File: config.mk
export PLATFORM = sky130hd
export DESIGN_NAME = lpvi_log
export DESIGN_NICKNAME = d
export VERILOG_FILES = /design/src/design/lpvi_pkg.sv /design/src/design/lpvi_log.sv
export SDC_FILE = /design/constraint.sdc
export NUM_CORES = 2
export LEC_CHECK = 0
export CAP_MARGIN = 20
export CELL_PAD_IN_SITES_DETAIL_PLACEMENT = 2
export CELL_PAD_IN_SITES_GLOBAL_PLACEMENT = 2
export CORE_ASPECT_RATIO = 0.7
export CORE_MARGIN = 2
export CORE_UTILIZATION = 47
export CTS_CLUSTER_SIZE = 40
export DETAILED_ROUTE_END_ITERATION = 8
export DONT_BUFFER_PORTS = 1
export PLACE_DENSITY_LB_ADDON = 0.1
export SLEW_MARGIN = 15
export SYNTH_ARGS = -nofsm -noshare
export SYNTH_HDL_FRONTEND = slang
export SYNTH_SLANG_ARGS = --single-unit
export TNS_END_PERCENT = 20
File: constraint.sdc
create_clock -name clk -period 14.5 [get_ports clk]
set_input_delay 2.175 -clock clk [delete_from_list [all_inputs] [get_ports clk]]
set_output_delay 2.175 -clock clk [all_outputs]
set_load 0.03 [all_outputs]
File: src/design/lpvi_pkg.sv
package lpvi_pkg;

	localparam int QF = 24;
	localparam int QM = 30;
	localparam logic [23:0] PMAX = 24'hFF_FFFF;

	typedef logic [31:0] root_tab_t [0:QF];

	// Integer square root, one result bit per pass.
	function automatic logic [63:0] isqrt64(input logic [63:0] a);
		logic [63:0] rem;
		logic [63:0] res;
		logic [63:0] one_v;
		rem = a;
		res = '0;
		one_v = 64'd1 << 62;
		for (int i = 0; i < 32; i++) begin
			if (rem >= res + one_v) begin
				rem = rem - (res + one_v);
				res = (res >> 1) + one_v;
			end else begin
				res = res >> 1;
			end
			one_v = one_v >> 2;
		end
		return res;
	endfunction

	// Entry j holds 2^(2^-j) in unsigned Q2.30, each one the square root of the one before.
	function automatic root_tab_t gen_roots();
		root_tab_t t;
		t[0] = 32'h8000_0000;
		for (int j = 1; j <= QF; j++) begin
			t[j] = 32'(isqrt64({32'd0, t[j-1]} << QM));
		end
		return t;
	endfunction

	localparam root_tab_t ROOT_TAB = gen_roots();

	typedef struct packed {
		logic               done;
		logic signed [31:0] value;
	} log_res_t;

	typedef struct packed {
		logic        done;
		logic [63:0] quotient;
	} div_res_t;

	typedef struct packed {
		logic        done;
		logic [23:0] pressure;
	} exp_res_t;

endpackage

File: src/design/lpvi_log.sv
module lpvi_log (
	input  logic               clk,
	input  logic               arst_n,
	input  logic               start,
	input  logic [23:0]        value,
	output lpvi_pkg::log_res_t res
);

	logic        busy_q;
	logic        done_q;
	logic [4:0]  cnt_q;
	logic [4:0]  e_q;
	logic [30:0] x_q;
	logic [23:0] frac_q;

	logic [23:0] v;
	logic [4:0]  e;
	logic [30:0] x0;
	logic [61:0] sq;
	logic [31:0] xs;

	always_comb begin
		v = (value == 24'd0) ? 24'd1 : value;
		e = '0;
		for (int i = 0; i < 24; i++) begin
			if (v[i]) e = 5'(i);
		end
		x0 = 31'({7'd0, v} << (5'd30 - e));
		sq = 62'(x_q) * 62'(x_q);
		xs = sq[61:30];
	end

	always_ff @(posedge clk or negedge arst_n) begin
		if (!arst_n) begin
			busy_q <= 1'b0;
			done_q <= 1'b0;
			cnt_q  <= '0;
		end else begin
			done_q <= 1'b0;
			if (start) begin
				busy_q <= 1'b1;
				cnt_q  <= '0;
			end else if (busy_q) begin
				cnt_q <= cnt_q + 5'd1;
				if (cnt_q == 5'(lpvi_pkg::QF - 1)) begin
					busy_q <= 1'b0;
					done_q <= 1'b1;
				end
			end
		end
	end

	// One squaring per cycle yields one fraction bit of the logarithm.
	always_ff @(posedge clk) begin
		if (start) begin
			e_q    <= e;
			x_q    <= x0;
			frac_q <= '0;
		end else if (busy_q) begin
			if (xs[31]) begin
				x_q <= xs[31:1];
				frac_q[5'd23 - cnt_q] <= 1'b1;
			end else begin
				x_q <= xs[30:0];
			end
		end
	end

	assign res.done  = done_q;
	assign res.value = $signed({3'd0, e_q, frac_q}) - 32'sh0800_0000;

endmodule

After elaboration in Yosys (flattened, before gate mapping)
Index checks and enable logic that the tools add are counted.
{"block": "word_totals", "reg_bits": 67, "latch_bits": 0, "ram_bits": 0, "mem_bits_ro": 0, "output_inout_bits": 33, "elab_cells": 57, "n_memories": 0}
{"block": "op_classes", "add_sub_neg": 4, "multipliers": 1, "div": 0, "magnitude_cmp": 2, "eq_ne": 1, "n_shift": 1, "muxes": 37, "bitwise": 1, "reduce_logical": 4}
{"operator": "5-bit two-way mux", "count": 23}
{"operator": "31-bit two-way mux", "count": 3}
{"operator": "31-bit by 31-bit multiplier with 62-bit output", "count": 1}
{"operator": "24-bit by 5-bit << shifter with 31-bit output", "count": 1}
{"operator": "29-bit by 28-bit subtractor with 30-bit output (second input constant)", "count": 1}
{"operator": "24-bit logical NOT", "count": 1}
{"operator": "24-bit two-way mux", "count": 1}
{"operator": "24-bit OR", "count": 1}
{"operator": "5-bit subtractor (first input constant)", "count": 2}
{"operator": "1-bit two-way mux", "count": 8}
{"operator": "5-bit by 6-bit < comparator with 1-bit output (second input constant)", "count": 1}
{"operator": "5-bit by 1-bit adder with 5-bit output (second input constant)", "count": 1}
{"operator": "1-bit demux with 5-bit select", "count": 1}
{"operator": "5-bit == test (second input constant)", "count": 1}
{"operator": "5-bit by 1-bit >= comparator with 1-bit output (second input constant)", "count": 1}
{"operator": "2-bit two-way mux", "count": 1}
{"operator": "2-bit AND reduction", "count": 1}
{"operator": "2-bit nonzero test", "count": 1}
{"operator": "1-bit logical AND", "count": 1}

Depth between registers and ports, before layout
{"block": "logic_depth", "depth_word": 28, "depth_mapped": 32, "mapped_depth_nobuf": 27}

Worst setup path after synthesis
No wires, ideal clock.
{"block": "synth_path", "path_type": "register -> register", "from": "reg x_q[9]", "to": "reg x_q[17], data pin", "setup_time_ns": 0.272, "t_arrival_ns": 7.721, "required_time_ns": 14.228, "slack_ns": 6.507, "path_stages_with_launch": 28, "n_path_buf": 3, "period_less_slack_ns": 7.993, "cell_sequence": "edfxtp_1 clkbuf_1 clkbuf_1 nand2_1 fa_1 fa_1 inv_1 fa_1 inv_1 fa_1 inv_1 fa_1 fa_1 fa_1 inv_1 fa_1 inv_1 ha_1 buf_2 nand4_2 or4_1 o32ai_2 nor2_2 o31ai_4 a311oi_2 xor2_1 nor2_1 or4_1"}
{"block": "synth_via", "elab_chain_cells": 4}
{"element": "start, declared", "line": "lpvi_log.sv:13", "rtl": "logic [30:0] x_q;"}
{"element": "start signal, assigned", "line": "lpvi_log.sv:61", "rtl": "x_q <= xs[31:1];"}
{"element": "start signal, assigned", "line": "lpvi_log.sv:64", "rtl": "x_q <= xs[30:0];"}
{"element": "31-bit by 31-bit multiplier with 62-bit output", "line": "lpvi_log.sv:29", "rtl": "sq = 62'(x_q) * 62'(x_q);"}
{"element": "31-bit two-way mux", "line": "lpvi_log.sv:60", "rtl": "if (xs[31]) begin"}
{"element": "31-bit two-way mux", "line": "lpvi_log.sv:59", "rtl": "end else if (busy_q) begin"}
{"element": "31-bit two-way mux", "line": "lpvi_log.sv:55", "rtl": "if (start) begin"}
No other way between the ends. The select of a mux whose other input is x is not followed.
A chain may end at the register's enable or synchronous reset.

Worst setup path in the final report
{"block": "layout_path", "from": "reg x_q[23]", "to": "reg x_q[14], data pin"}
The elaborated chain is that of the path after synthesis.

==> metrics.csv <==
metric;value;unit
finalNetCount;4404;
worst_path_max_delay_cell;o21ai_0;
die_x;314.9;µm
yosys-top-cells-area;fa_1, inv_1, ha_1;
path_clk_slew;0.07;ns
ant_nets;0;
use_met3;0.04227;
grt_pass1_vias;29720;
maxSlewViolCount;0;
syn_area_per_cell;9.189;µm²
grt_setup_unrepaired;false;
routedWlPerCell;27.91;µm
grt_antenna_before_repair;8;
dpl.cell_count;4235;
cts.sinks;67;
vias;24220;
worst_slew_pin_slew;0.8651;ns
endpoint_kind;flip-flop;
hold_violations;0;
maxSlewHeadroom;0.4172;
maxCapViolations;0;
ys_types;93;
cts-hold-fix-buffers;0;
port_buffers;0;
pin_count;60;
ys.flop_type;edfxtp_1;
ys_seq_elements;67;
grt_max_degree;64;
synthArstFlopShare;0.1045;
cts_setup_buffers;0;
synth_area;31800;µm²
cts_root_buffer;clkbuf_16;
post-dp-hpwl;98970;µm
synth_most_common_cell;inv_1;
grt_usage;0.3531;
chipHeight;221.6;µm
crit_top_cell;fa_1;
drt_iter0_drc;1557;
cpPeakStageDelay;0.73;ns
num_rows;79;
synth_top_cell_area_share;0.4702;
busiest_layer;met2;
gr-usage-met2;0.6137;
synth_cells;3461;
grt-ovfl-total;0;
hold_class;flip-flop to flip-flop;
cts_buffer_depth;2;
syn2layout_area_growth;3.360;%
yosys_warnings;0;
timing.final.crit_share;0.6691;
dr.pass1.iters;6;
synth.cells.most_frequent;inv_1, fa_1, nand2_1, ha_1, and2_1;
skew;0.01270;ns
max_freq;103.1;MHz
die-area;69800;µm²
viasPerCell;5.691;
synth_edf_count;36;
start_util;0.4767;
cp_data_required_time;14.56;ns
h-tree-depth;3;
final_layout_size_suffix_gt1_frac;0.03244;
final_cells;4255;
grt_first_pass_wirelength;184000;µm
drcViolationCount;0;
criticalPathCategory;flip-flop to flip-flop;
cts_resized;0;
cts_tree;built;
use_met1;0.4596;
syn_nets;4510;
numCtsBuffers;9;
critPathMaxFanout;30;
routed_wl;118800;µm
clk_latency;0.38;ns
min_period;9.703;ns
core_area;66720;µm²
setup_viol;0;
ys_seq_area_frac;0.05461;
worstPathArrival;9.76;ns
place_congestion;0.8956;
status;completed;
tns;0;ns
yosys.area.top_type;fa_1;
crit_path_start_kind;flip-flop;
-- metal layers --
| layer | up-vias | wire length (µm) |
|---|---|---|
| met5 | - | 13 |
| met4 | 2 | 3723 |
| met3 | 188 | 6172 |
| met2 | 707 | 60000 |
| met1 | 13090 | 48860 |
| li1 | 10240 | - |
-- critical path: cells and delay by family (launching register included) --
family,cells,cell delay (ns)
flops,1,0.32
fa+ha+maj,9,4.26
compound gates,7,2.31
buf+inv,9,1.66
simple gates,2,0.67
xor+xnor,1,0.13
-- state kept, by name, summed over array words and instances, names as in the netlist --
| signal | cells |
|---|---|
| frac_q | 24 |
| done_q | 1 |
| busy_q | 1 |
| e_q | 5 |
| cnt_q | 5 |
| x_q | 31 |
-- per-stage QoR --
stage / hold slack (ns) / util / setup slack (ns) / cell area [µm²]
after global routing: 0.7013 / 0.4926 / 4.486 / 32860
after detailed placement: 0.6616 / 0.4880 / 4.876 / 32560
after floorplan: 0.5588 / - / 6.507 / 31800
after global placement: 0.5835 / 0.4880 / 5.189 / 32560
after CTS: 0.6752 / 0.4925 / 4.856 / 32860
final: 0.6733 / 0.4927 / 4.797 / 32870
-- layout by cell type (no fill, tap or decap), drive strengths merged, types with 9 or more instances in the layout --
master	synthesis	routed
clkbuf	120	10
ha	275	275
a211oi	17	17
nor3	30	30
o221ai	12	12
o21bai	9	9
o21ai	59	59
mux4	10	10
xor2	27	27
edfxtp	36	36
a21oi	94	94
nor2b	11	11
inv	924	929
nand3	24	24
a31oi	49	49
nand2	349	349
xnor2	37	37
a21o	35	35
and2	197	197
o211ai	17	17
dfxtp	24	24
nand2b	9	9
fa	747	747
buf	38	41
mux2i	20	20
nand4	18	18
nor2	132	132
and3	18	18
-- cell type report --
| type | count | area [µm²] |
|---|---|---|
| Sequential cell | 67 | 1737 |
| Multi-Input combinational cell | 2310 | 25920 |
| Fill cell | 7141 | 33850 |
| Clock buffer | 10 | 250.2 |
| Antenna cell | 4 | 10.01 |
| Clock inverter | 6 | 48.80 |
| Tap cell | 891 | 1115 |
| Inverter | 926 | 3481 |
| Timing Repair Buffer | 41 | 307.8 |
-- worst paths after layout --
check	start	to	slack (ns)	cells past startpoint
max reg2reg	x_q[23]$_DFFE_PP_	x_q[14]$_DFFE_PP_	4.80	28
min	cnt_q[0]$_DFFE_PN0P_	cnt_q[0]$_DFFE_PN0P_	0.67	2
min in group asynchronous	arst_n	busy_q$_DFF_PN0_	1.48	0
max	x_q[23]$_DFFE_PP_	x_q[14]$_DFFE_PP_	4.80	28
min reg2reg	cnt_q[0]$_DFFE_PN0P_	cnt_q[0]$_DFFE_PN0P_	0.67	2
max in group asynchronous	arst_n	done_q$_DFF_PN0_	12.94	0
-- cell families (layout without fill, tap and decap cells) --
kind of cell,count (synthesis),count (layout),synth area share
AO/OA/AOI/OAI,367,367,0.07853
XOR/XNOR,64,64,0.01892
adder cells (fa/ha/maj),1022,1022,0.5784
buffers and inverters,1084,983,0.1309
flip-flops,67,67,0.05461
multiplexers,33,33,0.01444
other,0,4,0
AND/OR/NAND/NOR,824,824,0.1242
Power is not shown: default switching activity piles up to over one toggle a cycle in this logic, so the estimate is an artifact.
