**config.mk**
```make
export PLATFORM = sky130hd
export DESIGN_NAME = lpvi_exp
export DESIGN_NICKNAME = d
export VERILOG_FILES = /design/src/design/lpvi_pkg.sv /design/src/design/lpvi_exp.sv
export SDC_FILE = /design/constraint.sdc
export NUM_CORES = 2
export LEC_CHECK = 0
export BUFFER_PORTS_ARGS = -buffer_cell sky130_fd_sc_hd__buf_2
export CAP_MARGIN = 25
export CORE_MARGIN = 2
export CORE_UTILIZATION = 45
export CTS_CLUSTER_DIAMETER = 200
export DETAILED_ROUTE_END_ITERATION = 7
export PLACE_DENSITY = 0.63
export SLEW_MARGIN = 20
export SYNTH_ARGS = -nofsm -noshare
export SYNTH_HDL_FRONTEND = slang
export SYNTH_SLANG_ARGS = --single-unit
```
**constraint.sdc**
```tcl
create_clock -name clk -period 14.99 [get_ports clk]
set_input_delay 0 -clock clk [delete_from_list [all_inputs] [get_ports clk]]
set_output_delay 0 -clock clk [all_outputs]
set_load 0.02 [all_outputs]
```
**src/design/lpvi_pkg.sv**
```systemverilog
package lpvi_pkg;

	localparam int QF = 24;
	localparam int QM = 30;
	localparam logic [23:0] PMAX = 24'hFF_FFFF;

	typedef logic [31:0] root_tab_t [0:QF];

	// Integer square root, one result bit per pass.
	function automatic logic [63:0] isqrt64(input logic [63:0] a);
		logic [63:0] rem;
		logic [63:0] res;
		logic [63:0] one_v;
		rem = a;
		res = '0;
		one_v = 64'd1 << 62;
		for (int i = 0; i < 32; i++) begin
			if (rem >= res + one_v) begin
				rem = rem - (res + one_v);
				res = (res >> 1) + one_v;
			end else begin
				res = res >> 1;
			end
			one_v = one_v >> 2;
		end
		return res;
	endfunction

	// Entry j holds 2^(2^-j) in unsigned Q2.30, each one the square root of the one before.
	function automatic root_tab_t gen_roots();
		root_tab_t t;
		t[0] = 32'h8000_0000;
		for (int j = 1; j <= QF; j++) begin
			t[j] = 32'(isqrt64({32'd0, t[j-1]} << QM));
		end
		return t;
	endfunction

	localparam root_tab_t ROOT_TAB = gen_roots();

	typedef struct packed {
		logic               done;
		logic signed [31:0] value;
	} log_res_t;

	typedef struct packed {
		logic        done;
		logic [63:0] quotient;
	} div_res_t;

	typedef struct packed {
		logic        done;
		logic [23:0] pressure;
	} exp_res_t;

endpackage

```
**src/design/lpvi_exp.sv**
```systemverilog
module lpvi_exp (
	input  logic               clk,
	input  logic               arst_n,
	input  logic               start,
	input  logic signed [63:0] log_in,
	output lpvi_pkg::exp_res_t res
);

	typedef enum logic [1:0] {S_IDLE, S_RUN, S_FIN} state_t;

	state_t      state_q;
	logic        done_q;
	logic [23:0] p_q;
	logic [4:0]  j_q;
	logic [5:0]  ni_q;
	logic [23:0] f_q;
	logic [31:0] mant_q;

	logic signed [63:0] y;
	logic signed [63:0] yy;
	logic               sat_hi;
	logic               sat_lo;
	logic [63:0]        prod;
	logic [6:0]         s;
	logic [63:0]        rnd;

	always_comb begin
		y      = log_in + 64'sh0800_0000;
		sat_hi = y >= 64'sh1800_0000;
		sat_lo = y < -64'sh2800_0000;
		yy     = y + 64'sh2800_0000;
		prod   = 64'(mant_q) * 64'(lpvi_pkg::ROOT_TAB[j_q]);
		s      = 7'd70 - 7'(ni_q);
		rnd    = (64'(mant_q) + (64'd1 << (s - 7'd1))) >> s;
	end

	always_ff @(posedge clk or negedge arst_n) begin
		if (!arst_n) begin
			state_q <= S_IDLE;
			done_q  <= 1'b0;
			j_q     <= '0;
		end else begin
			done_q <= 1'b0;
			unique case (state_q)
				S_IDLE: begin
					if (start) begin
						if (sat_hi || sat_lo) begin
							done_q <= 1'b1;
							p_q    <= sat_hi ? lpvi_pkg::PMAX : 24'd0;
						end else begin
							state_q <= S_RUN;
							j_q     <= 5'd1;
							ni_q    <= yy[29:24];
							f_q     <= yy[23:0];
							mant_q  <= 32'h4000_0000;
						end
					end
				end
				// One root of two per cycle, applied where the fraction bit is set.
				S_RUN: begin
					if (f_q[5'(lpvi_pkg::QF) - j_q]) mant_q <= prod[61:30];
					j_q <= j_q + 5'd1;
					if (j_q == 5'(lpvi_pkg::QF)) state_q <= S_FIN;
				end
				S_FIN: begin
					state_q <= S_IDLE;
					done_q  <= 1'b1;
					if (ni_q <= 6'd30) p_q <= 24'd0;
					else if (rnd > 64'(lpvi_pkg::PMAX)) p_q <= lpvi_pkg::PMAX;
					else p_q <= rnd[23:0];
				end
				default: state_q <= S_IDLE;
			endcase
		end
	end

	assign res.done     = done_q;
	assign res.pressure = p_q;

endmodule

```
== Word-level counts from Yosys, hierarchy flattened ==
Memories as Yosys holds them, arrays and structs flattened.
Cells that the tools add are included.
Word-level totals
  bits in read-only memories: 1024
  memories: 1
  bits in registers: 94
  input bits: 67
  logic and storage cells: 67
Memory list
  (no name shown): depth 32, bits a word 32, read ports 1, clocked after Yosys merged registers in 0, wr ports 0, line lpvi_exp.sv:32  | prod = 64'(mant_q) * 64'(lpvi_pkg::ROOT_TAB[j_q]);
Operators by class
  reductions and logical operators: 9
  $add $sub $neg: 7
  magnitude comparators: 6
  bitwise gates (word level): 2
  mux-type cells: 24
  $mul: 1
  equal/unequal tests: 8
  shifts and indexed selects: 2
Operators with widths (number)
  32-bit two-way mux: 5
  24-bit two-way mux: 5
  32-bit by 64-bit adder with 64-bit output: 1
  64-bit by 29-bit adder with 64-bit output, second input constant: 1
  64-bit by 30-bit greater-or-equal comparator with 1-bit output, second input constant: 1
  64-bit by 24-bit greater-than comparator with 1-bit output, second input constant: 1
  64-bit by 31-bit less-than comparator with 1-bit output, second input constant: 1
  32-bit one-hot mux with 2 select lines: 1
  1-bit by 7-bit left shift with 64-bit output, first input constant: 1
  64-bit by 7-bit >> shifter with 64-bit output: 1
  32-bit by 32-bit multiplier with 62-bit output: 1
  24-bit one-hot mux with 2 select lines: 1
  30-bit adder, second input constant: 1
  5-bit two-way mux: 2
  2-bit != test, second input constant: 5
  5-bit one-hot mux with 2 select lines: 1
  4-bit AND reduction: 2
  7-bit by 1-bit subtractor with 7-bit output, second input constant: 1
  7-bit by 6-bit subtractor with 7-bit output, first input constant: 1
  6-bit greater-or-equal comparator, second input constant: 1
  6-bit by 5-bit less-or-equal comparator with 1-bit output, second input constant: 1
  5-bit by 6-bit less-than comparator with 1-bit output, second input constant: 1
  2-bit two-way mux: 3
  5-bit NOT with 6-bit output: 1
  15 further kinds: 19

== Depth between registers and ports, before layout ==
  depth after elaboration: 9
  gate-level depth with buffers: 40
  mapped depth without buffers: 37

== Worst setup path after synthesis ==
Ideal clock, no wire load.
  path kind: register to register
  start point: register j_q[0]
  end point: register mant_q[28] (data pin)
  arrival time: 9.752 ns
  path buffers: 3
  period minus slack after synthesis: 10.018 ns
  stages on the path, launching flop included: 40
  setup slack: 4.972 ns
  setup time: 0.266 ns
  cells stage by stage: dfrtp_1 clkbuf_1 inv_1 ha_1 buf_1 nand2_1 o21ai_0 nor2_1 a211oi_1 clkbuf_1 nand2_1 fa_1 inv_1 fa_1 inv_1 fa_1 inv_1 fa_1 [4 not listed] fa_1 inv_1 fa_1 inv_1 ha_1 nand3_1 nor3_1 o21ai_0 o31ai_1 a21oi_1 o21ai_0 a41oi_1 a21oi_1 a311oi_1 o31ai_1 a21oi_1 xor2_1 nor2_1
Between the ends
  word-level cells in the longest chain between the ends: 7
Ends and longest elaborated chain
  start: declaration: line lpvi_exp.sv:14  | logic [4:0] j_q;
  start signal: assignment: line lpvi_exp.sv:62  | j_q <= j_q + 5'd1;
  5-bit NOT with 6-bit output (implied by the code): line lpvi_exp.sv:32
  memory 32 x 32 bit
  32-bit two-way mux (implied by the code) (2 in series): line lpvi_exp.sv:32
  32-bit by 32-bit multiplier with 62-bit output: line lpvi_exp.sv:32
  32-bit two-way mux: line lpvi_exp.sv:61  | if (f_q[5'(lpvi_pkg::QF) - j_q]) mant_q <= prod[61:30];
  32-bit one-hot mux with 2 select lines: line lpvi_exp.sv:44  | unique case (state_q)
  end signal: assignment: line lpvi_exp.sv:61
  end: declaration: line lpvi_exp.sv:17  | logic [31:0] mant_q;
No other way between the ends. The select of a mux whose other input is x is not followed.
A chain may end at the register's enable or synchronous reset.

== Worst setup path in the final report ==
Ends and elaborated chain as after synthesis.

==> Flow_metrics.wiki <==
{| class="wikitable"
! Metric !! Value
|-
| CTS tree || done
|-
| Total of buffers placed on input and output ports || a little over 90
|-
| DRC violation count after routing || 0
|-
| Root cell of the clock tree || sky130_fd_sc_hd__clkbuf_16
|-
| Fin Clk Skew || 16.9 ps
|-
| Fin crit period || between 10000 and 15000 ps
|-
| Final wirelength || 140000 um
|-
| Pin count of the biggest net entering global routing || 76
|-
| Area share of the leading cell type in the synthesized netlist || 0.395
|-
| End of the critical path || mant_q[28]$_SDFFCE_PN0P_
|-
| I/O pins || 92
|-
| Initial antenna violation count || 2
|-
| Std-Cell Core Area || slightly below 100000 um^2
|-
| Remaining number of nets flagged by the antenna check after routing || 0
|-
| Die Wd || about 320 um
|-
| Initial drt markers || 3609
|-
| Commonest cells after routing, fill and taps aside || sky130_fd_sc_hd__inv_1 (1020), sky130_fd_sc_hd__nand2_1 (881), sky130_fd_sc_hd__fa_1 (863), sky130_fd_sc_hd__ha_1 (331), sky130_fd_sc_hd__and2_1 (188)
|-
| CP required || 15140 ps
|-
| Overall Global Routing Usage || 0.287
|-
| Number of search-and-repair iterations in the first detailed-routing pass || 6
|-
| Minimum setup slack among reg-to-reg paths || approximately 2700 ps
|-
| Clock Sinks || between 90 and 100
|-
| Number of cells traversed by the worst register-to-register path || 37
|-
| Number of synthesized flops with an enable pin || 86
|-
| # setup viols final || 0
|-
| Number of inserted diodes || 0
|-
| Status || complete, no violations
|-
| Critical Setup Path Class || flop to flop
|-
| Yosys warnings || 0
|-
| Nets || 6361
|-
| Max_slew headroom || 0.267
|-
| Top FF cell, synth || sky130_fd_sc_hd__edfxtp_1
|-
| Critical register-to-register path endpoint || mant_q[28]$_SDFFCE_PN0P_
|-
| Global placer's final weighted congestion || roughly 0.97
|-
| Worst vdd rail ir drop || approximately 0.000061 V
|-
| Average via count per standard cell || ~5.8
|-
| Max Clk Rate || ~82 MHz
|-
| Ys async rst share || 0.0851
|-
| Wire length of the first global-routing pass || between 200000 and 250000 um
|-
| Synthesized netlist net count || 6463
|-
| Largest cells by area after synthesis || sky130_fd_sc_hd__fa_1 (40%), sky130_fd_sc_hd__ha_1 (9.5%), sky130_fd_sc_hd__inv_1 (8.8%)
|-
| Synth Register Bits || 94
|-
| Hold Path Cell Cnt || 3
|-
| Initial cell density of the core || 0.453
|-
| Ratio of cells with drive above 1 in the final layout || 0.0611
|-
| Critical path peak fanout || 21
|-
| Cell taking the most area after synthesis || sky130_fd_sc_hd__fa_1
|-
| Tightest Pin Transition || approximately 1100 ps
|-
| Final max-slew violation count || 0
|-
| Buffer levels on the longest clock path || 2
|-
| Data arrival time of the critical path || ~12000 ps
|-
| Post-detailed-placement half-perimeter wirelength || roughly 100000 um
|-
| Post-cts gate resize count || 0
|-
| Number of global-route vias before repair || ~38000
|-
| Hold Path Origin || log_in[29]
|-
| Worst reg2reg startpoint || j_q[0]$_DFFE_PN0P_
|-
| Number of levels in the clock H-tree || 3
|-
| Cell with the largest stage delay on the worst path || sky130_fd_sc_hd__dfrtp_1
|-
| Die area || 99700 um^2
|-
| Synthesized area per cell || approximately 8.4 um^2
|-
| Most common cell after layout, fill and taps aside || sky130_fd_sc_hd__inv_1
|-
| Critical path's largest stage delay || around 850 ps
|-
| Worst hold margin || between 100 and 150 ps
|-
| Area added between synthesis and finish || 5.37%
|-
| Clock slew at the register clock pins of the worst setup and hold paths || around 90 ps
|-
| Cells after synthesis || 5201
|-
| GRT Residual Overflow || 0
|-
| Min-Delay Path Class || input pin to flop
|-
| Sequential share of the synthesized area || 0.0636
|-
| Setup repair after global routing missed its margin || false
|-
| Synth cell types || between 90 and 100
|-
| Category of the worst setup path launch point || flop
|-
| Pleak || roughly 22 nW
|-
| Total vias in the final route || 36900
|-
| Final Cycle Share || 0.818
|-
| Endpoint type of the worst setup path || flop
|-
| Number of buffers inserted by post-CTS setup repair || 0
|-
| Number of maximum-capacitance constraint violations || 0
|-
| Number of rows created at floorplan || between 100 and 150
|-
| Wire per inst || 21.9 um
|-
| Power per cell area || roughly 13 nW/um^2
|-
| Setup total negative slack || 0 ps
|-
| Critical path origin || j_q[0]$_DFFE_PN0P_
|-
| Summed instance area of the synthesized netlist || roughly 44000 um^2
|-
| Clk_lat worst skew || approximately 400 ps
|-
| Total count of hold-check failures in the final report || 0
|-
| Vertical die dimension || roughly 320 um
|-
| Power after layout || 0.596 mW
|-
| Clock buffer count from CTS || 9
|}
area by class of cell:
type,instances,area (um^2)
fill,9439,50400
multi-input combinational,3755,36100
inverter,1022,3840
sequential,94,2780
tap,1276,1600
timing repair buffer,217,1490
clock buffer,9,225
clock inverter,7,75.1
critical path, delay by kind of cell (launching register included):
family | cells | cell delay, ps
adders and majority gates | 10 | 5100
AOI/OAI and AO/OA | 11 | 3510
buffers and inverters | 10 | 1370
and+or+nand+nor | 5 | 1020
DFF | 1 | 850
xor gates and xnor gates | 1 | 150
where the power goes:
part	switching, mW	internal [mW]
logic	0.0291	0.0224
clock network	0.137	0.119
registers	0.000686	0.288
total	0.166	0.429
Yosys cell counts (all sizes together) (17+ instances only):
master	instances
inv	1020
a2111oi	17
nor2	191
mux4	18
fa	863
nand3	69
mux2i	34
nor4	21
a31oi	37
nand2	881
o21ai	141
edfxtp	86
o211ai	28
o31ai	19
a21oi	168
and2	189
o22ai	17
xor2	34
a211oi	46
nand2b	25
ha	332
a21o	45
clkbuf	289
and3	116
nor2b	47
nor3	71
or3	18
nand4	32
buf	41
xnor2	54
kinds of logic (layout without fill, tap and decap cells):
family	after synthesis	after routing	synth area share
and+or+nand+nor	1713	1713	0.182
buffers and inverters	1352	1255	0.117
adders and majority gates	1195	1195	0.490
AOI/OAI and AO/OA	692	692	0.107
DFF	94	94	0.0636
xor gates and xnor gates	89	89	0.0185
muxes	66	66	0.0207
stage by stage:
stage	instances	setup WS (ps)	area (um^2)	util
final	6380	2730	46100	0.478
after global routing	6380	2040	46100	0.478
after CTS	6380	2820	46100	0.478
after detailed placement	6333	2870	45500	0.471
after global placement	6331	3240	45400	0.471
after floorplan	5201	4970	43700	-
timing repair:
| action | 4_1_cts | 5_1_grt |
|---|---|---|
| hold buffers | 31 | 0 |
| endpoints found under the hold margin | 37 | 0 |
| setup endpoints to repair | 0 | 0 |
layer usage:
metal,vias to the layer above,GRT usage,part of all wire
met5,-,0,0.000093
met4,2,0.101,0.038
met3,303,0.0440,0.076
met2,1578,0.469,0.47
met1,18800,0.391,0.41
li1,16200,-,-
sequential cells by signal, indices dropped and copies added, names as in the netlist:
signal and cells:
j_q 5, ni_q 6, done_q 1, f_q 24, state_q 2, mant_q 32, p_q 24
worst min-delay path by stage:
stage	to	slack [ps]
2_1_floorplan	done_q$_DFF_PN0_	-300
5_1_grt	ni_q[5]$_DFFE_PP_	130
3_3_place_gp	done_q$_DFF_PN0_	-120
4_1_cts	ni_q[5]$_DFFE_PP_	100
6_report	ni_q[5]$_DFFE_PP_	120
3_5_place_dp	done_q$_DFF_PN0_	-120
Note: power is estimated with default switching activity, not from simulation.
