`src/design/lpvi_pkg.sv`:
```
package lpvi_pkg;

	localparam int QF = 24;
	localparam int QM = 30;
	localparam logic [23:0] PMAX = 24'hFF_FFFF;

	typedef logic [31:0] root_tab_t [0:QF];

	// Integer square root, one result bit per pass.
	function automatic logic [63:0] isqrt64(input logic [63:0] a);
		logic [63:0] rem;
		logic [63:0] res;
		logic [63:0] one_v;
		rem = a;
		res = '0;
		one_v = 64'd1 << 62;
		for (int i = 0; i < 32; i++) begin
			if (rem >= res + one_v) begin
				rem = rem - (res + one_v);
				res = (res >> 1) + one_v;
			end else begin
				res = res >> 1;
			end
			one_v = one_v >> 2;
		end
		return res;
	endfunction

	// Entry j holds 2^(2^-j) in unsigned Q2.30, each one the square root of the one before.
	function automatic root_tab_t gen_roots();
		root_tab_t t;
		t[0] = 32'h8000_0000;
		for (int j = 1; j <= QF; j++) begin
			t[j] = 32'(isqrt64({32'd0, t[j-1]} << QM));
		end
		return t;
	endfunction

	localparam root_tab_t ROOT_TAB = gen_roots();

	typedef struct packed {
		logic               done;
		logic signed [31:0] value;
	} log_res_t;

	typedef struct packed {
		logic        done;
		logic [63:0] quotient;
	} div_res_t;

	typedef struct packed {
		logic        done;
		logic [23:0] pressure;
	} exp_res_t;

endpackage

```
`src/design/lpvi_div.sv`:
```
module lpvi_div (
	input  logic               clk,
	input  logic               arst_n,
	input  logic               start,
	input  logic [63:0]        dividend,
	input  logic [32:0]        divisor,
	output lpvi_pkg::div_res_t res
);

	logic        busy_q;
	logic        done_q;
	logic [5:0]  cnt_q;
	logic [32:0] rem_q;
	logic [63:0] quo_q;
	logic [32:0] den_q;

	logic [33:0] trial;
	logic        fits;

	always_comb begin
		trial = {rem_q, quo_q[63]};
		fits  = trial >= {1'b0, den_q};
	end

	always_ff @(posedge clk or negedge arst_n) begin
		if (!arst_n) begin
			busy_q <= 1'b0;
			done_q <= 1'b0;
			cnt_q  <= '0;
		end else begin
			done_q <= 1'b0;
			if (start) begin
				busy_q <= 1'b1;
				cnt_q  <= '0;
			end else if (busy_q) begin
				cnt_q <= cnt_q + 6'd1;
				if (cnt_q == 6'd63) begin
					busy_q <= 1'b0;
					done_q <= 1'b1;
				end
			end
		end
	end

	// Restoring division: the dividend shifts out as quotient bits shift in.
	always_ff @(posedge clk) begin
		if (start) begin
			rem_q <= '0;
			quo_q <= dividend;
			den_q <= divisor;
		end else if (busy_q) begin
			rem_q <= fits ? 33'(trial - {1'b0, den_q}) : trial[32:0];
			quo_q <= {quo_q[62:0], fits};
		end
	end

	assign res.done     = done_q;
	assign res.quotient = quo_q;

endmodule

```
`config.mk`:
```
export PLATFORM = sky130hd
export DESIGN_NAME = lpvi_div
export DESIGN_NICKNAME = d
export VERILOG_FILES = /design/src/design/lpvi_pkg.sv /design/src/design/lpvi_div.sv
export SDC_FILE = /design/constraint.sdc
export NUM_CORES = 1
export LEC_CHECK = 0
export BUFFER_PORTS_ARGS = -buffer_cell sky130_fd_sc_hd__buf_4
export CAP_MARGIN = 30
export CELL_PAD_IN_SITES_DETAIL_PLACEMENT = 0
export CELL_PAD_IN_SITES_GLOBAL_PLACEMENT = 1
export CORE_MARGIN = 1
export CORE_UTILIZATION = 24
export CTS_CLUSTER_DIAMETER = 120
export DETAILED_ROUTE_END_ITERATION = 16
export GPL_ROUTABILITY_DRIVEN = 0
export PLACE_DENSITY_LB_ADDON = 0.12
export SLEW_MARGIN = 5
export SYNTH_ARGS = -nofsm -noshare
export SYNTH_HDL_FRONTEND = slang
export SYNTH_SLANG_ARGS = --single-unit
export TNS_END_PERCENT = 1
```
`constraint.sdc`:
```
create_clock -name clk -period 8.1 [get_ports clk]
set_clock_uncertainty 0.05 [all_clocks]
set_input_delay 0.405 -clock clk [delete_from_list [all_inputs] [get_ports clk]]
set_output_delay 0.405 -clock clk [all_outputs]
set_load 0.01 [all_outputs]
```
# After elaboration in Yosys (flattened, before gate mapping)
# Cells that the tools add are included.
# word_totals
rom_bits	0
mem_bits_rw	0
inputBits	100
regBits	138
wordCells	22
mem_count	0
latchBits	0
# classes
n_shift	0
n_mul	0
n_eq_ne	1
div	0
n_mux	11
reduce_logical	1
n_addsub	2
magnitude_cmp	1
n_bitwise	0
# ops
op	count
2-to-1 mux 64 bit	2
>= comparator 34 x 33 -> 1 bit	1
2-to-1 mux 33 bit	1
subtractor 33 bit	1
2-to-1 mux 6 bit	2
adder 6 x 1 -> 6 bit (second input constant)	1
equality test 6 bit (second input constant)	1
2-to-1 mux 1 bit	6
nonzero test 2 bit	1

# Longest topological paths before layout
# Gate-level depths: netlist of run 1.
# depth
ltp_word	4
mapped_depth	14
ltp_nobuf	13

# Least setup slack after synthesis of run 1
# OpenSTA, ideal clock, no wires.
# synth_path
path_type	register -> register
from	register quo_q[63]
to	register quo_q[0], data pin
path_slack_ps	5017
period_less_slack_ps	3083
path_stages_with_launch	14
arrival_time_ps	2773
n_path_buf	1
required_ps	7790
path_cell_list	edfxtp_1 inv_1 ha_1 inv_1 fa_1 a211oi_1 o21bai_1 a21oi_1 o211a_4 nor4_4 o21bai_4 nand2_8 buf_12 mux2_2
# synth_via
elab_chain_len	3
# synth_lines
item	line_no	source
from (decl)	lpvi_div.sv:14	logic [63:0] quo_q;
from (signal assigned)	lpvi_div.sv:49	quo_q <= dividend;
from (signal assigned)	lpvi_div.sv:53	quo_q <= {quo_q[62:0], fits};
>= comparator 34 x 33 -> 1 bit	lpvi_div.sv:22	fits = trial >= {1'b0, den_q};
2-to-1 mux 64 bit	lpvi_div.sv:51	end else if (busy_q) begin
2-to-1 mux 64 bit	lpvi_div.sv:47	if (start) begin
# No other way between the ends. The select of a mux whose other input is x is not followed.
# A chain may end at the register's enable or synchronous reset.

# Worst setup path after layout of run 1
# Same ends and word-level chain as after synthesis.

==> summary.txt, run 1 <==
Status
  • Status: finished, final reports clean

Cells and area
  • Layout Area Growth over Synthesis: 31.49%
  • ANT cells: 0
  • Fill count: just over 3k
  • Non-filler cells, final: between 1k and 1.5k
  • Layout Nets: between 900 and 1k
  • Multi-input gate area: around 3200 um2
  • Share of cells above drive strength 1: 0.3437
  • Sequential Area: 3774 um2

Placed design
  • Port bufs: 164
  • Final HPWL DP: about 14 mm
  • Placed cells: 1158

Worst setup path
  • CP startpoint: quo_q[63]
  • Crit-path max FO: 24
  • WS Path Type: flop to flop
  • Worst reg2reg startpoint: quo_q[63]
  • Critical path data required time: slightly above 8 ns
  • Critical path cell sequence: inv_1, ha_1, inv_1, fa_1, a211oi_1, o21bai_1, a21oi_1, o211a_4, nor4_4, o21bai_4, nand2_8, mux2_2
  • Crit-path most repeated cell: inv_1
  • Setup crit start kind: flop
  • Slowest stage delay, CP: around 0.42 ns
  • Critical Path Slowest Stage Cell: fa_1
  • Crit end category: flop
  • CP Data Arrival Time: 3.45 ns

Global route
  • First-pass GRT wire length: between 30 and 40 mm
  • Initial antenna violation count: 0
  • Grt ovf: 0
  • Largest net degree at the start of global routing: 73
  • Number of global-route vias before repair: roughly 5.8k
  • Gr usage total: 0.1355

Clock network
  • CTS H-tree depth: 4
  • Max clock buf depth: 2
  • Clk_lat worst skew: ~0.43 ns
  • CTS tree: yes
  • Clock sink count: between 100 and 150
  • Clock slew at reported path FFs: about 0.070 ns
  • Post-CTS Hold Fix Bufs: 1
  • CTS buffer count: 17
  • # resized after CTS: 0
  • Post-CTS setup buffer count: 0
  • Root buffer cell: clkbuf_16

Synthesis
  • EDFF count, synth: 97
  • Average size of a mapped cell: 11.70 um2
  • FF+latch count, synth: between 100 and 150
  • Most common cell in the netlist: edfxtp_1
  • Post-synth ARST share: 0.05797
  • Dominant cell type by area after synthesis: edfxtp_1
  • Top FF cell, synth: edfxtp_1
  • Mapped Cells: around 620
  • Seq/Total Area, Yosys: 0.5176
  • Ranking of synthesized cells by area: edfxtp_1 40%, mux2_2 9.9%, dfxtp_1 9.1%
  • Commonest cells post-synth: 97 x edfxtp_1, 64 x mux2_2, 46 x nor2_1
  • Net Count, Synth: around 760
  • Synth top area share: 0.3995
  • Mapped Area: 7291 um2
  • Synth warn: 0
  • Number of distinct library cells after synthesis: 54

STA
  • Final Slew Violations: 0
  • Worst hold slack: ~0.095 ns
  • Period utilisation layout: 0.4101
  • Setup TNS: 0 ns
  • RSZ-0062 raised after global routing: false
  • Peak Freq: 301.1 MHz
  • Relative slew slack: 0.4150
  • Least-Margin Pin Slew: around 0.9 ns
  • Final setup viols: 0
  • Final Hold Viols: 0
  • Final min period: 3.322 ns

Floorplan
  • Row cnt: 63
  • Starting Density: 0.2447
  • Placeable Area: 29800 um2
  • Die height: 176.3 um
  • Die footprint: between 30000 and 40000 um2
  • # IOs: 165
  • Die X: between 150 and 200 um

Power and ir drop
  • P_leak: 4.038 nW
  • Peak supply drop: 0.1474 mV
  • PwrDens: 286.6 nW/um2

Detailed routing
  • Routed Antenna Nets: 0
  • Detailed Route WL: between 20 and 25 mm
  • Post-route DRC: 0
  • Drt pass-1 iters: 4
  • WL/cell: 16.87 um
  • Vias post-DR: roughly 5.3k
  • Vias per cell: roughly 4.5
  • Initial drt markers: 335

Worst hold path
  • Worst min-delay path class: input port to flop
  • Hold wc startpoint: divisor[7]

Flow run
  • Max Cap Viol: 0
-- per-stage QoR --
stage               setup slack (ns)  instance area, um2    util  power [mW]
detailed placement             4.714                8919  0.2993       1.917
floorplan                      5.017                7291       -       1.649
global placement               4.792                8919  0.2993       1.927
finish                         4.778                9587  0.3217       2.747
CTS                            4.680                9552  0.3206       2.783
global route                   4.467                9587  0.3217       2.925
-- final timing paths --
path | end | depth (start not counted) | slack (ns)
setup / recovery | quo_q[0] | 12 | 4.78
hold reg to reg | rem_q[9] | 2 | 0.42
setup reg to reg | quo_q[0] | 12 | 4.78
hold / removal | den_q[7] | 1 | 0.09
max in group asynchronous | cnt_q[1] | 2 | 7.59
min in group asynchronous | busy_q | 2 | 0.28
-- worst max-delay path, delay by kind of cell, from the launching register on --
family / cells / cell delay (ns)
AO/OA/AOI/OAI: 5 / 1.29
adder cells (fa/ha/maj): 2 / 0.55
flip-flops: 1 / 0.40
multiplexers: 1 / 0.34
AND/OR/NAND/NOR: 2 / 0.31
buffers and inverters: 2 / 0.13
-- flip-flops by register name, summed over array words and instances (netlist names) --
| register | count |
|---|---|
| busy_q | 1 |
| cnt_q | 6 |
| den_q | 33 |
| done_q | 1 |
| quo_q | 64 |
| rem_q | 33 |
-- kinds of logic (layout without fill, tap and decap cells) --
| family | count (synthesis) | count (layout) | synth area share |
|---|---|---|---|
| compound gates | 151 | 151 | 0.1370 |
| xor+xnor | 32 | 32 | 0.03844 |
| fa+ha+maj | 35 | 35 | 0.06110 |
| buf+inv | 68 | 248 | 0.04033 |
| flops | 138 | 138 | 0.5176 |
| mux | 86 | 86 | 0.1291 |
| simple gates | 113 | 113 | 0.07654 |
-- power by group --
group	internal [mW]	switching, mW	leakage, nW
clock network	0.500	0.344	0.304
registers	0.877	0.0774	1.37
logic	0.433	0.515	2.36
-- layer usage --
layer | wire length [um] | track usage | vias to the layer above
met5 | 0 | 0 | -
met4 | 199 | 0.03877 | 0
met3 | 1826 | 0.06051 | 13
met2 | 8852 | 0.2075 | 162
met1 | 9252 | 0.1706 | 2517
li1 | - | - | 2643
-- area by class of cell --
class	count	area share
Multi-Input combinational cell	417	0.3362
Clock inverter	14	0.01919
Inverter	44	0.01723
Clock buffer	18	0.04581
Sequential cell	138	0.3936
Timing Repair Buffer	172	0.1370
Tap cell	390	0.05090
-- cells in the final DEF, fill, tap and decap left out, types with 4 or more instances in the layout --
cell,synthesis,layout
dfrtp_1,8,8
clkinv_4,0,4
o21ai_1,13,13
nand3_1,7,7
a32oi_1,7,7
a21oi_1,41,41
buf_4,1,169
mux2_2,64,64
nand2_1,25,25
xor2_1,11,11
ha_1,34,34
clkbuf_16,0,17
xnor2_1,21,21
a21o_1,20,20
nand4_1,9,9
inv_1,44,43
edfxtp_1,97,97
inv_6,0,4
mux2i_1,22,22
o21ai_0,17,17
nor4_1,4,4
o21bai_1,8,8
o21a_1,4,4
nand2b_1,4,4
dfxtp_1,33,33
a211oi_1,23,23
nor2_1,46,46
No activity file was read; power rests on OpenSTA's default activity.
==> run 2: changes to the inputs <==
- clock period: 8.1 -> 3.2 ns (I/O delays scaled with it)
==> run 2 against run 1 <==
  * Count of clock-buffer cells in the layout stayed put
  * Power grew to 2.6 times the previous value
  * Non-clock buffer count is 121 higher
  * Global-route usage is 0.59 points higher
  * Sequential share of layout area is 4.2 points lower
  * Routed wire length is 3.7% higher
  * Die area stayed put
  * First-iteration DRC count is 33% lower
  * Largest cell class unchanged
  * Critical endpoint is now rem_q[25]
==> summary.txt, run 2 (synthesized netlist as in run 1, its figures left out) <==
Power and ir drop
  • Power share of the clock group: 0.270
  • P_leak: 4.512 nW
  • Peak supply drop: between 0.3 and 0.4 mV
  • Switching share of power: 0.3439
  • PwrDens: 652.9 nW/um2
  • Combinational power share: 0.385
  • Switching Power: around 2.4 mW
  • Sequential share of power: 0.346
  • Cell internal pwr: around 4.6 mW

Clock network
  • Clk_lat worst skew: roughly 0.44 ns
  • CTS tree: yes
  • Root buffer cell: clkbuf_16
  • CTS H-tree depth: 4
  • CTS buffer count: 17
  • Clock sink count: roughly 140
  • Max clock buf depth: 2
  • Clock slew at reported path FFs: approximately 0.070 ns

Global route
  • Grt ovf: 0
  • First-pass GRT wire length: about 34 mm
  • Gr usage total: 0.1414
  • Largest net degree at the start of global routing: 97
  • Number of global-route vias before repair: 6319
  • Initial antenna violation count: 0

Worst setup path
  • Setup crit start kind: flop
  • Crit-path max FO: 6
  • Crit end category: flop
  • WS Path Type: flop to flop
  • CP Data Arrival Time: ~3.3 ns
  • Critical path data required time: 3.47 ns

STA
  • Relative slew slack: 0.3753
  • RSZ-0062 raised after global routing: false
  • Final setup viols: 0
  • Period utilisation layout: 0.9549
  • Peak Freq: ~330 MHz
  • Final min period: between 3 and 4 ns
  • Final Slew Violations: 0
  • Final Hold Viols: 0
  • Least-Margin Pin Slew: slightly above 0.9 ns
  • Setup TNS: 0 ns
  • Worst Setup Slack, final: between 0.1 and 0.15 ns

Detailed routing
  • Detailed Route WL: around 21 mm
  • Met2 WL: around 9.5 mm
  • WL met1: around 10 mm
  • Vias post-DR: between 5k and 6k
  • Drt pass-1 iters: 4
  • DR WL met3: 1.424 mm
  • Routed Antenna Nets: 0
  • Initial drt markers: approximately 220
  • WL/cell: around 16 um
  • Vias per cell: approximately 4.5
  • Uppermost layer routed: met4
  • Post-route DRC: 0

Placed design
  • Worst slack at placement: -0.08356 ns
  • Port bufs: about 160
  • Placed cells: about 1.2k
  • Placed cell area: between 9000 and 10000 um2
  • Final HPWL DP: around 14 mm

Cells and area
  • Largest registers: quo_q: 64 flops, den_q: 33 flops, rem_q: 33 flops
  • Layout Nets: ~1.0k
  • Reg with most FFs: quo_q
  • Final core occ: 0.3606
  • ANT cells: 0
  • Most common cell after layout, fill and taps aside: buf_4
  • Share of cells above drive strength 1: 0.3384
  • Number of flip-flops in the largest register: 64
  • Fill count: approximately 3.0k
  • Layout Area Growth over Synthesis: 47.37%
  • Final non-filler cell area: approximately 11000 um2
  • Non-filler cells, final: 1315
  • Most frequent cells in the layout: 193 x buf_4, 98 x dlygate4sd3_1, 97 x edfxtp_1

Flow run
  • Max Cap Viol: 0

Worst hold path
  • Worst min-delay path class: input port to async pin

Floorplan
  • Row cnt: 63
  • # IOs: ~170
  • Starting Density: 0.2447
  • Die footprint: between 30000 and 40000 um2
  • Die height: 176.3 um
  • Placeable Area: slightly below 30000 um2
  • Die X: ~180 um

Status
  • Status: finished, final reports clean
-- run 2: power by group through the flow --
stage	logic, mW	clock network (mW)	registers [mW]
2_1_floorplan	1.73	0	2.45
3_3_place_gp	2.55	0	2.45
3_5_place_dp	2.54	0	2.45
4_1_cts	2.67	1.98	2.42
5_1_grt	2.99	2.03	2.47
6_report	2.70	1.89	2.42
-- run 2: worst paths after layout --
check / endpoint / startpoint / cells past startpoint / slack [ns]
max: rem_q[25] / den_q[9] / 11 / 0.14
min: cnt_q[3] / arst_n / 2 / 0.03
max reg2reg: rem_q[25] / den_q[9] / 11 / 0.14
min reg2reg: rem_q[8] / rem_q[8] / 2 / 0.42
max in group asynchronous: cnt_q[4] / arst_n / 2 / 2.94
min in group clk: cnt_q[1] / start / 2 / 0.13
-- run 2: through the flow --
stage               hold slack [ns]  power [mW]
floorplan                   -0.1856       4.174
global placement           -0.07066       4.999
detailed placement         -0.06740       4.994
CTS                        0.004832       7.071
global route                0.02512       7.490
finish                      0.03324       7.015
-- run 2: worst max-delay path, cell delays in order (launching register included) --
cell and delay [ns]:
edfxtp_1 0.33, inv_1 0.04, ha_2 0.37, nand2_2 0.09
or4_4 0.58, o211a_4 0.29, nor4_4 0.33, o21bai_4 0.13
buf_4 0.18, and2_2 0.24, a32oi_1 0.21, nand2_1 0.07
-- run 2: area by class of cell --
class,instances,area (um2),area share
sequential,138,3774,0.3512
multi-input combinational,418,3297,0.3069
timing repair buffer,293,2470,0.2299
tap,390,488.0,0.04542
clock buffer,18,429.2,0.03994
inverter,44,165.2,0.01537
clock inverter,14,121.4,0.01130
-- run 2: what timing repair did --
item                                    in CTS  in global routing
endpoints found under the hold margin      105                  0
gates cloned                                 0                  1
pin swaps                                    0                  2
hold buffers                                98                  0
resized for setup                            3                 14
setup buffers                                0                  1
endpoints found under the setup margin      11                 18
-- run 2: layer usage --
metal  track usage  vias to the layer above
li1              -                     2898
met1        0.1776                     2763
met2        0.2218                      177
met3       0.05233                       14
met4       0.04855                        0
met5             0                        -
